`src/rtl/core/vbad_pkg.sv`:
```
// Shared types, sizes and decode helpers for the video bus address decoder.
// Depends on nothing; used by the front, queue, back and top modules and the testbench.
`timescale 1ns / 1ps

package vbad_pkg;

    // Store sizes.
    localparam int PATTERN_TABLE_BYTES  = 4096;
    localparam int NAMETABLE_BANK_BYTES = 1024;
    localparam int PALETTE_BYTES        = 32;

    localparam int ADDR_W   = 14;
    localparam int DATA_W   = 8;
    localparam int PAT_AW   = $clog2(2 * PATTERN_TABLE_BYTES);
    localparam int NT_OFF_W = $clog2(NAMETABLE_BANK_BYTES);
    localparam int NT_AW    = NT_OFF_W + 1;
    localparam int PAL_AW   = $clog2(PALETTE_BYTES);
    localparam int IDX_W    = (PAT_AW > NT_AW) ? PAT_AW : NT_AW;

    // Decode boundaries on the video bus.
    localparam logic [ADDR_W-1:0] NT_BASE     = 14'h2000;
    localparam logic [ADDR_W-1:0] NT_MIRROR   = 14'h3000;
    localparam logic [ADDR_W-1:0] MIRROR_STEP = 14'h1000;
    localparam logic [ADDR_W-1:0] PAL_BASE    = 14'h3F00;

    // Queue between the decode side and the memory side.
    localparam int QUEUE_DEPTH = 2;
    localparam int Q_PTR_W     = $clog2(QUEUE_DEPTH);
    localparam int Q_CNT_W     = $clog2(QUEUE_DEPTH + 1);

    typedef enum logic [1:0] {
        REGION_PATTERN   = 2'd0,
        REGION_NAMETABLE = 2'd1,
        REGION_PALETTE   = 2'd2
    } t_region;

    typedef enum logic {
        REQ_READ  = 1'b0,
        REQ_WRITE = 1'b1
    } t_req_type;

    // One decoded access as it travels from front to back.
    typedef struct packed {
        t_region           region;
        logic              is_write;
        logic [IDX_W-1:0]  index;
        logic [DATA_W-1:0] wdata;
    } t_access;

    // Offset within one pattern table: the 12-bit offset wraps modulo the table size.
    // The table size is at least a quarter of 4 KiB, so two conditional subtracts do.
    function automatic logic [11:0] pat_offset(input logic [11:0] off);
        logic [13:0] r;
        r = {2'b00, off};
        if (r >= 14'(2 * PATTERN_TABLE_BYTES)) begin
            r = r - 14'(2 * PATTERN_TABLE_BYTES);
        end
        if (r >= 14'(PATTERN_TABLE_BYTES)) begin
            r = r - 14'(PATTERN_TABLE_BYTES);
        end
        return r[11:0];
    endfunction

endpackage

```
`src/rtl/core/vbad_front.sv`:
```
// Front side: holds the mirroring mode register and decodes one bus access
// into a store and an entry index. Depends on vbad_pkg.
`timescale 1ns / 1ps

module vbad_front import vbad_pkg::*; (
    input  logic              i_clk,
    input  logic              i_rst_n,
    input  logic              i_cfg_we,
    input  logic              i_cfg_wdata,
    input  logic              i_req_type,
    input  logic [ADDR_W-1:0] i_bus_address,
    input  logic [DATA_W-1:0] i_write_byte,
    output t_access           o_access
);

    logic              r_bank_by_high_bit;
    logic [11:0]       pat_off;
    logic [PAT_AW-1:0] pat_idx;
    logic [ADDR_W-1:0] nt_addr;
    logic              nt_bank;

    // Mode register: picks which address bit selects the nametable bank.
    always_ff @(posedge i_clk) begin
        if (!i_rst_n) begin
            r_bank_by_high_bit <= 1'b0;
        end else if (i_cfg_we) begin
            r_bank_by_high_bit <= i_cfg_wdata;
        end
    end

    // Pattern index: bit 12 picks the table, the wrapped offset the entry.
    always_comb begin
        pat_off = pat_offset(i_bus_address[11:0]);
        if (i_bus_address[12]) begin
            pat_idx = PAT_AW'(PATTERN_TABLE_BYTES) + PAT_AW'(pat_off);
        end else begin
            pat_idx = PAT_AW'(pat_off);
        end
    end

    // Nametable index: the upper range mirrors down onto the lower one.
    always_comb begin
        if (i_bus_address >= NT_MIRROR) begin
            nt_addr = i_bus_address - MIRROR_STEP;
        end else begin
            nt_addr = i_bus_address;
        end
        nt_bank = r_bank_by_high_bit ? nt_addr[11] : nt_addr[10];
    end

    // Region select and packing of the decoded access.
    always_comb begin
        o_access.is_write = (t_req_type'(i_req_type) == REQ_WRITE);
        o_access.wdata    = i_write_byte;
        priority if (i_bus_address < NT_BASE) begin
            o_access.region = REGION_PATTERN;
            o_access.index  = IDX_W'(pat_idx);
        end else if (i_bus_address < PAL_BASE) begin
            o_access.region = REGION_NAMETABLE;
            o_access.index  = IDX_W'({nt_bank, nt_addr[NT_OFF_W-1:0]});
        end else begin
            o_access.region = REGION_PALETTE;
            o_access.index  = IDX_W'(i_bus_address[PAL_AW-1:0]);
        end
    end

endmodule

```
`config.mk`:
```
export PLATFORM = sky130hd
export DESIGN_NAME = vbad_front
export DESIGN_NICKNAME = d
export VERILOG_FILES = /design/src/rtl/core/vbad_pkg.sv /design/src/rtl/core/vbad_front.sv
export SDC_FILE = /design/constraint.sdc
export NUM_CORES = 1
export LEC_CHECK = 0
export BUFFER_PORTS_ARGS = -buffer_cell sky130_fd_sc_hd__buf_2
export CORE_AREA = 2 2 39 41
export CTS_CLUSTER_SIZE = 12
export DETAILED_ROUTE_END_ITERATION = 8
export DIE_AREA = 0 0 41 43
export PLACE_DENSITY_LB_ADDON = 0.2
export SKIP_LAST_GASP = 1
export SYNTH_ARGS = -nofsm -noshare
export SYNTH_HDL_FRONTEND = slang
export SYNTH_SLANG_ARGS = --single-unit
```
`constraint.sdc`:
```
create_clock -name i_clk -period 1 [get_ports i_clk]
set_clock_uncertainty 0.1 [all_clocks]
set_input_delay 0.05 -clock i_clk [delete_from_list [all_inputs] [get_ports i_clk]]
set_output_delay 0.05 -clock i_clk [all_outputs]
set_load 0.005 [all_outputs]
```
==> key figures <==
Run status
  – Run status: complete, no violations

Worst hold path
  – Hold endpoint: o_access[7]
  – Worst hold start: i_write_byte[7]
  – HP Class: input pin to output port
  – Hold depth: 0

Global route
  – Largest net degree at the start of global routing: 9
  – Grt ovf: 0
  – Vias in the first global route: 177
  – First-pass GRT wire length: 897 um
  – Total Routing Usage GR: 6.893%
  – Initial antenna violation count: 0

Die
  – Die height: 43 um
  – Initial Util: 18.54%
  – Num rows: 14
  – Die ar.: 1763 sq um
  – Ports: 51
  – Core area: 1384 sq um
  – Die W: 41 um

Pwr
  – Max IR drop VDD: 0.0002011 V
  – Switching share of power: 27.71%
  – Cell-internal power: 0.09108 mW
  – Gate power share: 64.2%
  – Pwr Density: 466.2 nW/um^2
  – Clock share of power: 0%
  – Power share of the sequential group: 35.8%
  – Net Switching: 0.03492 mW
  – LEAKAGE: 0.1513 nW

Worst setup path
  – R2R setup slack: 0.29 ns
  – CP cell instances: a21bo_2, a22oi_1, buf_2
  – Worst setup EP type: output port
  – CP max FO: 3
  – Crit path max-delay cell type: dfxtp_1
  – Req. time, crit path: 0.85 ns
  – Reg2reg start: r_bank_by_high_bit$_SDFFE_PN0P_
  – R2r worst-path depth: 2
  – CP peak stage delay: 0.30 ns
  – Critical path arrival: 0.79 ns
  – Reg-to-reg critical path endpoint: r_bank_by_high_bit$_SDFFE_PN0P_
  – Startpoint types: register
  – Path type of the worst setup path: register to output port
  – Worst setup startpoint: r_bank_by_high_bit$_SDFFE_PN0P_

Routing
  – Routed WL: 634 um
  – Initial DRC count: 1
  – DR pass1 iterations: 2
  – Post-route ant nets: 0
  – Total number of vias: 232
  – Drt wl/cell: 11.53 um
  – Vias per cell: 4.218
  – Post-route DRC: 0

Final layout
  – Nets@finish: 68
  – Final Non-Filler Cells: 55
  – Layout area overhead: 5.366%
  – Most flops, register: r_bank_by_high_bit
  – Antenna diodes: 0
  – Largest registers: r_bank_by_high_bit (1)
  – Layout cells sized above 1: 58.97%
  – Finished layout cell area: 270.3 sq um
  – Number of flip-flops in the largest register: 1

CTS
  – PostCTS Resize Cnt: 0
  – Worst-Skew Late Latency: 0 ns
  – Clk pin slew, worst setup/hold paths: 0 ns
  – Hold-fix buffers, CTS: 0
  – Post-CTS Setup Bufs: 0

Synth
  – #FFs+latches synth: 1
  – Post-Syn Instances: 32
  – Top cell type's share of synthesized area: 40.98%
  – Register area share after synthesis: 7.805%
  – Largest area contributor in the netlist: buf_4
  – Netlist cell types: 14
  – Top cells by area, synth: buf_4 41%, a21boi_0 12%, dfxtp_1 7.8%, a21boi_1 5.9%, and2b_1 5.9%
  – Syn Area/Cell: 8.016 sq um
  – Synthesized net count: 59
  – Mapped cell area: 256.5 sq um
  – Synth Warn #: 0

Timing
  – RSZ-0062 raised after global routing: no
  – Final TNS setup: 0 ns
  – Hold Vio Cnt, Final: 0
  – Rel. slew slack: 84.12%
  – Final period util: 93.58%
  – Final Max Tran Viols: 0
  – Final min period: 0.9358 ns
  – Max Clk Rate: 1069 MHz
  – Hold_ws: 0.000007407 ns
  – Slew @ Worst Pin: 0.2382 ns
  – # setup viols final: 0

Placement
  – GPL Wtd Cong: 0.5793
  – DP Area: 270.3 sq um
  – I/O Buffers: 22
  – Placed insts: 55

Run
  – Max Cap Violations: 0
[layout make-up]
type                       instances  area, sq um
fill                             153         1114
multi-input combinational         16        120.1
sequential                         1        20.02
tap                               16        20.02
timing repair buffer              22        110.1
[per-stage QoR]
step | utilization [%] | setup WS (ns) | power [mW]
6_report | 19.53 | 0.06420 | 0.1260
5_1_grt | 19.53 | 0.003512 | 0.1375
4_1_cts | 19.53 | 0.05903 | 0.1274
3_5_place_dp | 19.53 | 0.06656 | 0.1267
3_3_place_gp | 19.53 | 0.04097 | 0.1281
2_1_floorplan | - | 0.2021 | 0.1240
[cells by family (layout without fill, tap and decap cells)]
family	Yosys count	after routing	share of synthesized area (%)
and+or+nand+nor	7	7	18.54
AOI/OAI and AO/OA	8	8	24.39
buffers and inverters	15	22	45.37
muxes	1	1	3.903
DFF	1	1	7.805
[worst max-delay path by stage]
| stage | to | slack [ns] | cells past startpoint |
|---|---|---|---|
| after floorplan | o_access[18] | 0.20 | 2 |
| after global placement | o_access[18] | 0.04 | 3 |
| after detailed placement | o_access[18] | 0.07 | 3 |
| after CTS | o_access[18] | 0.06 | 3 |
| after global routing | o_access[18] | 0.004 | 3 |
| final | o_access[18] | 0.06 | 3 |
[placed cells by master, fill, tap and decap left out, drive strengths merged]
cell	synthesis	routed
buf	15	22
a21boi	6	6
and2	2	2
and2b	2	2
and4	1	1
nand3	1	1
a21bo	1	1
a22oi	1	1
mux2i	1	1
nor2b	1	1
dfxtp	1	1
[worst max-delay path, delay by kind of cell, from the launching register on]
kind / cells / cell delay, ns
AOI/OAI and AO/OA: 2 / 0.34
DFF: 1 / 0.30
buffers and inverters: 1 / 0.14
[power by group through the flow]
stage               registers, mW  clock network [mW]  logic [mW]
finish                     0.0451                   0      0.0809
global route               0.0454                   0      0.0920
CTS                        0.0451                   0      0.0822
detailed placement         0.0450                   0      0.0817
global placement           0.0453                   0      0.0828
floorplan                  0.0444                   0      0.0796
[cell usage after synthesis]
cell type	instances
a21bo_2	1
a21boi_0	4
a21boi_1	2
a22oi_1	1
and2_0	1
and2_1	1
and2b_1	2
and4_1	1
buf_4	14
buf_6	1
dfxtp_1	1
mux2i_1	1
nand3_1	1
nor2b_1	1
[per-layer routing]
layer | routed length (um) | vias to the layer above | global-route usage [%]
met1 | 231 | 95 | 6.646
met3 | 160 | 0 | 4.188
met5 | 0 | - | 0
met4 | 0 | 0 | 0
li1 | - | 108 | -
met2 | 242 | 29 | 12.50
Power figures use the tool's default switching activity.
