--- src/rtl/core/vbad_pkg.sv ---
// Shared types, sizes and decode helpers for the video bus address decoder.
// Depends on nothing; used by the front, queue, back and top modules and the testbench.
`timescale 1ns / 1ps

package vbad_pkg;

    // Store sizes.
    localparam int PATTERN_TABLE_BYTES  = 4096;
    localparam int NAMETABLE_BANK_BYTES = 1024;
    localparam int PALETTE_BYTES        = 32;

    localparam int ADDR_W   = 14;
    localparam int DATA_W   = 8;
    localparam int PAT_AW   = $clog2(2 * PATTERN_TABLE_BYTES);
    localparam int NT_OFF_W = $clog2(NAMETABLE_BANK_BYTES);
    localparam int NT_AW    = NT_OFF_W + 1;
    localparam int PAL_AW   = $clog2(PALETTE_BYTES);
    localparam int IDX_W    = (PAT_AW > NT_AW) ? PAT_AW : NT_AW;

    // Decode boundaries on the video bus.
    localparam logic [ADDR_W-1:0] NT_BASE     = 14'h2000;
    localparam logic [ADDR_W-1:0] NT_MIRROR   = 14'h3000;
    localparam logic [ADDR_W-1:0] MIRROR_STEP = 14'h1000;
    localparam logic [ADDR_W-1:0] PAL_BASE    = 14'h3F00;

    // Queue between the decode side and the memory side.
    localparam int QUEUE_DEPTH = 2;
    localparam int Q_PTR_W     = $clog2(QUEUE_DEPTH);
    localparam int Q_CNT_W     = $clog2(QUEUE_DEPTH + 1);

    typedef enum logic [1:0] {
        REGION_PATTERN   = 2'd0,
        REGION_NAMETABLE = 2'd1,
        REGION_PALETTE   = 2'd2
    } t_region;

    typedef enum logic {
        REQ_READ  = 1'b0,
        REQ_WRITE = 1'b1
    } t_req_type;

    // One decoded access as it travels from front to back.
    typedef struct packed {
        t_region           region;
        logic              is_write;
        logic [IDX_W-1:0]  index;
        logic [DATA_W-1:0] wdata;
    } t_access;

    // Offset within one pattern table: the 12-bit offset wraps modulo the table size.
    // The table size is at least a quarter of 4 KiB, so two conditional subtracts do.
    function automatic logic [11:0] pat_offset(input logic [11:0] off);
        logic [13:0] r;
        r = {2'b00, off};
        if (r >= 14'(2 * PATTERN_TABLE_BYTES)) begin
            r = r - 14'(2 * PATTERN_TABLE_BYTES);
        end
        if (r >= 14'(PATTERN_TABLE_BYTES)) begin
            r = r - 14'(PATTERN_TABLE_BYTES);
        end
        return r[11:0];
    endfunction

endpackage

--- src/rtl/core/vbad_queue.sv ---
// Short queue of decoded accesses between the front and back sides.
// Depends on vbad_pkg.
`timescale 1ns / 1ps

module vbad_queue import vbad_pkg::*; (
    input  logic    i_clk,
    input  logic    i_rst_n,
    input  logic    i_push,
    input  t_access i_access,
    input  logic    i_pop,
    output logic    o_full,
    output logic    o_valid,
    output t_access o_access
);

    t_access              r_slot [QUEUE_DEPTH];
    logic [Q_PTR_W-1:0]   r_wr_ptr;
    logic [Q_PTR_W-1:0]   r_rd_ptr;
    logic [Q_CNT_W-1:0]   r_count;
    logic                 do_push;
    logic                 do_pop;

    assign o_full   = (r_count == Q_CNT_W'(QUEUE_DEPTH));
    assign o_valid  = (r_count != '0);
    assign o_access = r_slot[r_rd_ptr];
    assign do_push  = i_push && !o_full;
    assign do_pop   = i_pop && o_valid;

    // Slot storage; payload needs no reset.
    always_ff @(posedge i_clk) begin
        if (do_push) begin
            r_slot[r_wr_ptr] <= i_access;
        end
    end

    // Pointers and fill count.
    always_ff @(posedge i_clk) begin
        if (!i_rst_n) begin
            r_wr_ptr <= '0;
            r_rd_ptr <= '0;
            r_count  <= '0;
        end else begin
            if (do_push) begin
                r_wr_ptr <= (r_wr_ptr == Q_PTR_W'(QUEUE_DEPTH - 1)) ? '0 : r_wr_ptr + 1'b1;
            end
            if (do_pop) begin
                r_rd_ptr <= (r_rd_ptr == Q_PTR_W'(QUEUE_DEPTH - 1)) ? '0 : r_rd_ptr + 1'b1;
            end
            if (do_push && !do_pop) begin
                r_count <= r_count + 1'b1;
            end else if (do_pop && !do_push) begin
                r_count <= r_count - 1'b1;
            end
        end
    end

endmodule

--- config.mk ---
export PLATFORM = sky130hd
export DESIGN_NAME = vbad_queue
export DESIGN_NICKNAME = d
export VERILOG_FILES = /design/src/rtl/core/vbad_pkg.sv /design/src/rtl/core/vbad_queue.sv
export SDC_FILE = /design/constraint.sdc
export NUM_CORES = 1
export LEC_CHECK = 0
export ABC_AREA = 1
export BUFFER_PORTS_ARGS = -buffer_cell sky130_fd_sc_hd__buf_2
export CAP_MARGIN = 10
export CORE_UTILIZATION = 30
export CTS_CLUSTER_SIZE = 40
export DETAILED_ROUTE_END_ITERATION = 8
export PLACE_DENSITY_LB_ADDON = 0.2
export SLEW_MARGIN = 20
export SYNTH_ARGS = -nofsm -noshare
export SYNTH_HDL_FRONTEND = slang
export SYNTH_SLANG_ARGS = --single-unit
--- constraint.sdc ---
create_clock -name i_clk -period 6 [get_ports i_clk]
set_clock_uncertainty 0.05 [all_clocks]
set_input_delay 1.2 -clock i_clk [delete_from_list [all_inputs] [get_ports i_clk]]
set_output_delay 1.2 -clock i_clk [all_outputs]
set_load 0.03 [all_outputs]
==> results summary <==
The depth of the most critical reg-to-reg path came out at 4. Among all cell types in the netlist, the one instantiated most often is sky130_fd_sc_hd__edfxtp_1. STA classifies the critical path endpoint as an output pin. The worst setup path is launched from a register. The first global-routing pass estimated 5380 um of wire. The total power consumption of the routed design came out at 1090 uW. The share of synthesized area occupied by flip-flops and latches came out at 74.0%. The fraction of final layout cells sized beyond drive strength 1 came out at 52.3%. The detailed-route DRC error count came out at 0. The floorplan has 30 rows. The count of boundary I/O pins came out at 54. The pin count of the biggest net entering global routing came out at 25.

The post-layout minimum cycle time is 2.99 ns. The share of the clock period used by the worst path is 49.8%. By area the synthesized netlist is led by sky130_fd_sc_hd__edfxtp_1 69%, sky130_fd_sc_hd__mux2_4 14%, sky130_fd_sc_hd__dfxtp_1 4.8%. The tightest min-delay check is of the reg -> reg type. The worst min-delay path startpoint is r_rd_ptr. The insertion delay of the later-clocked pin in the worst-skew pair came out at 0.30 ns. The length of the first detailed-routing pass in iterations came out at 4. For this run, the number of standard cells in the final layout without fillers is 252.

The CTS tree is yes. After routing the design area is 0.00252 sq mm. The reg2reg setup slack came out at 4.25 ns.

Clock-pin slew was measured on the worst setup and hold paths at 0.08 ns. The number of max-cap violations came out at 0. The count of hold buffers inserted by post-cts repair came out at 0.

The max-slew violation count came out at 0. Clock tree synthesis inserted a total of 5 buffers. Synthesis produced a netlist whose cell count is 112. Detailed routing inserted a total of 1079 vias.

The netlist area before placement is 0.00208 sq mm. The half-perimeter wire length of the detailed placement result came out at 2440 um. Among all flip-flop cells after synthesis, the most frequent one is sky130_fd_sc_hd__edfxtp_1. The synthesized area divided by synthesized cell count came out at 18.6 sq um. The horizontal extent of the die came out at 85.3 um. The highest metal layer with signal wires is met4. The routed length on met1 is 1510 um. The sum of overflow across all layers after global routing is 0.

Summing all flip-flop and latch instances after layout gives 0.00154 sq mm. The arrival time of data at the critical path endpoint came out at 1.74 ns. The share of flip-flops with an asynchronous set or reset after synthesis is 0%. The maximum VDD drop is 167 uV. After filler insertion, the fill cell instance count of the layout stands at 655. The region available for standard cell placement spans 0.00676 sq mm. The category of the critical setup timing path is reg -> out. The post-cts gate resize count came out at 0. The final antenna-violating net count is 0.

The clock sink count came out at 53. The vertical extent of the die is 85.3 um. The number of antenna violations at the first check in global routing is 0.

The layout-stage area growth over the synthesis result is 21.2%. After routing, the total negative slack on setup checks comes to 0 ns. The flow ran to the end, and the final reports show no timing, DRC or antenna violations. Setup repair after global routing left no endpoint under its margin. The highest attainable clock frequency is 335 MHz.

The number of DRC markers after the initial detailed-route iteration is 36. Buffers added to address setup during post-CTS repair amount to 0. The post-place instance area came out at 0.00242 sq mm. Ranked by instance count, the synthesized netlist is headed by 48 x sky130_fd_sc_hd__edfxtp_1, 20 x sky130_fd_sc_hd__mux2_4, 9 x sky130_fd_sc_hd__nor2_1. The area enclosed by the die boundary came out at 0.00728 sq mm. The routed wirelength normalized by instance count came out at 14.0 um. The number of different library cells in the post-synthesis netlist came out at 17. At the end of routability-driven placement, the weighted congestion stood at 0.659. The maximum clock path buffer count is 2.

The multi-input gate area in the final layout is 465 sq um. The number of synthesized register bits is 53. In the global route stage, overall resource usage came out at 10.2%. Counting flops with a built-in enable in the synthesized netlist gives 48. The count of endpoints failing setup in the final report came out at 0.

The tightest hold margin is 0.469 ns. The hold violation total from the final report came to 0. During placement, the flow inserted port buffers numbering 53.

The endpoint required time on the critical path is 4.75 ns. The H-tree depth came out at 2. The highest net fanout along the worst path is 24. Including well taps, the total number of placed cells is 244. The power per cell area came out at 430 mW/mm^2. The routed wire length came out at 3520 um.

The synthesis warning total is 0. In this run the critical register-to-register path is launched from r_count[1]. The count of inserted antenna diode cells came out at 0. The cell count of the worst hold path came out at 2. In this run the tightest slew margin relative to its limit is 46.9%. The endpoint identified for the worst register-to-register timing path is r_slot[0][9]. The number of global-route vias before repair came out at 1130. The area fraction of the dominant cell type after synthesis is 69.2%. For this run, the post-layout net count is 200. The transition time at the pin with the least slew margin came out at 0.797 ns.

In the detailed route, the total length drawn on met2 is 1750 um. The static power due to leakage came out at 0.00101 uW. The cell taking the most area after synthesis is sky130_fd_sc_hd__edfxtp_1. The met3 wirelength from detailed routing is 193 um. Clock tree synthesis selected as its root buffer the cell sky130_fd_sc_hd__clkbuf_8. The number of vias per cell is 4.28. The initial core utilization came out at 30.8%. Counting every net in the synthesized netlist gives 141.
[worst max path at each step]
stage,from,endpoint,slack [ns],depth (start not counted)
floorplan,i_push,r_slot[1][0],3.25,2
global placement,register,o_access[9],3.32,2
detailed placement,register,o_access[7],3.29,2
CTS,register,o_access[7],2.96,2
global route,register,o_access[7],2.90,2
finish,register,o_access[7],3.01,2
[worst max-delay path, cell delays in order (launching register included)]
cell and delay [ns]:
sky130_fd_sc_hd__dfxtp_2 0.86, sky130_fd_sc_hd__mux2_2 0.41, sky130_fd_sc_hd__buf_2 0.18
[kinds of logic after synthesis]
kind of cell	synth area share (%)
simple gates	3.42
flops	74.0
compound gates	1.50
fa+ha+maj	0.601
mux	16.6
buf+inv	3.90
[per-stage QoR]
| step | util [%] | setup slack [ns] |
|---|---|---|
| 3_3_place_gp | 35.8 | 3.32 |
| 2_1_floorplan | - | 3.25 |
| 4_1_cts | 37.4 | 2.96 |
| 5_1_grt | 37.4 | 2.90 |
| 3_5_place_dp | 35.8 | 3.29 |
| 6_report | 37.4 | 3.01 |
[layer usage]
metal	vias to the layer above	GRT usage [%]
li1	525	-
met2	37	17.7
met4	0	4.55
met3	6	3.40
met5	-	0
met1	511	11.4
[power by group]
| part | switching [uW] | internal, uW |
|---|---|---|
| logic | 209 | 135 |
| registers | 43.3 | 468 |
| clock network | 107 | 123 |
| total | 360 | 726 |
[registers in the layout, summed over array words and instances, names as in the netlist, named ones only]
register,flops
r_slot,48
r_wr_ptr,1
r_count,2
r_rd_ptr,1
[final cells by class]
type	count	share of cell area (%)
clock buffer	6	2.87
clock inverter	2	1.34
inverter	8	1.19
multi-input combinational	48	18.4
sequential	53	61.1
tap	80	3.96
timing repair buffer	55	11.1
[placed cells by master, fill, tap and decap left out, types with 2 or more instances in the layout]
master	synthesis	layout
sky130_fd_sc_hd__buf_2	0	53
sky130_fd_sc_hd__edfxtp_1	48	48
sky130_fd_sc_hd__mux2_4	20	20
sky130_fd_sc_hd__inv_1	7	7
sky130_fd_sc_hd__nand2_1	7	7
sky130_fd_sc_hd__nor2_1	9	7
sky130_fd_sc_hd__clkbuf_8	0	5
sky130_fd_sc_hd__mux2_2	4	4
sky130_fd_sc_hd__dfxtp_1	5	4
sky130_fd_sc_hd__nor2_2	0	2
sky130_fd_sc_hd__o21ai_0	2	2
sky130_fd_sc_hd__buf_4	0	2
No activity file was read; power rests on OpenSTA's default activity.
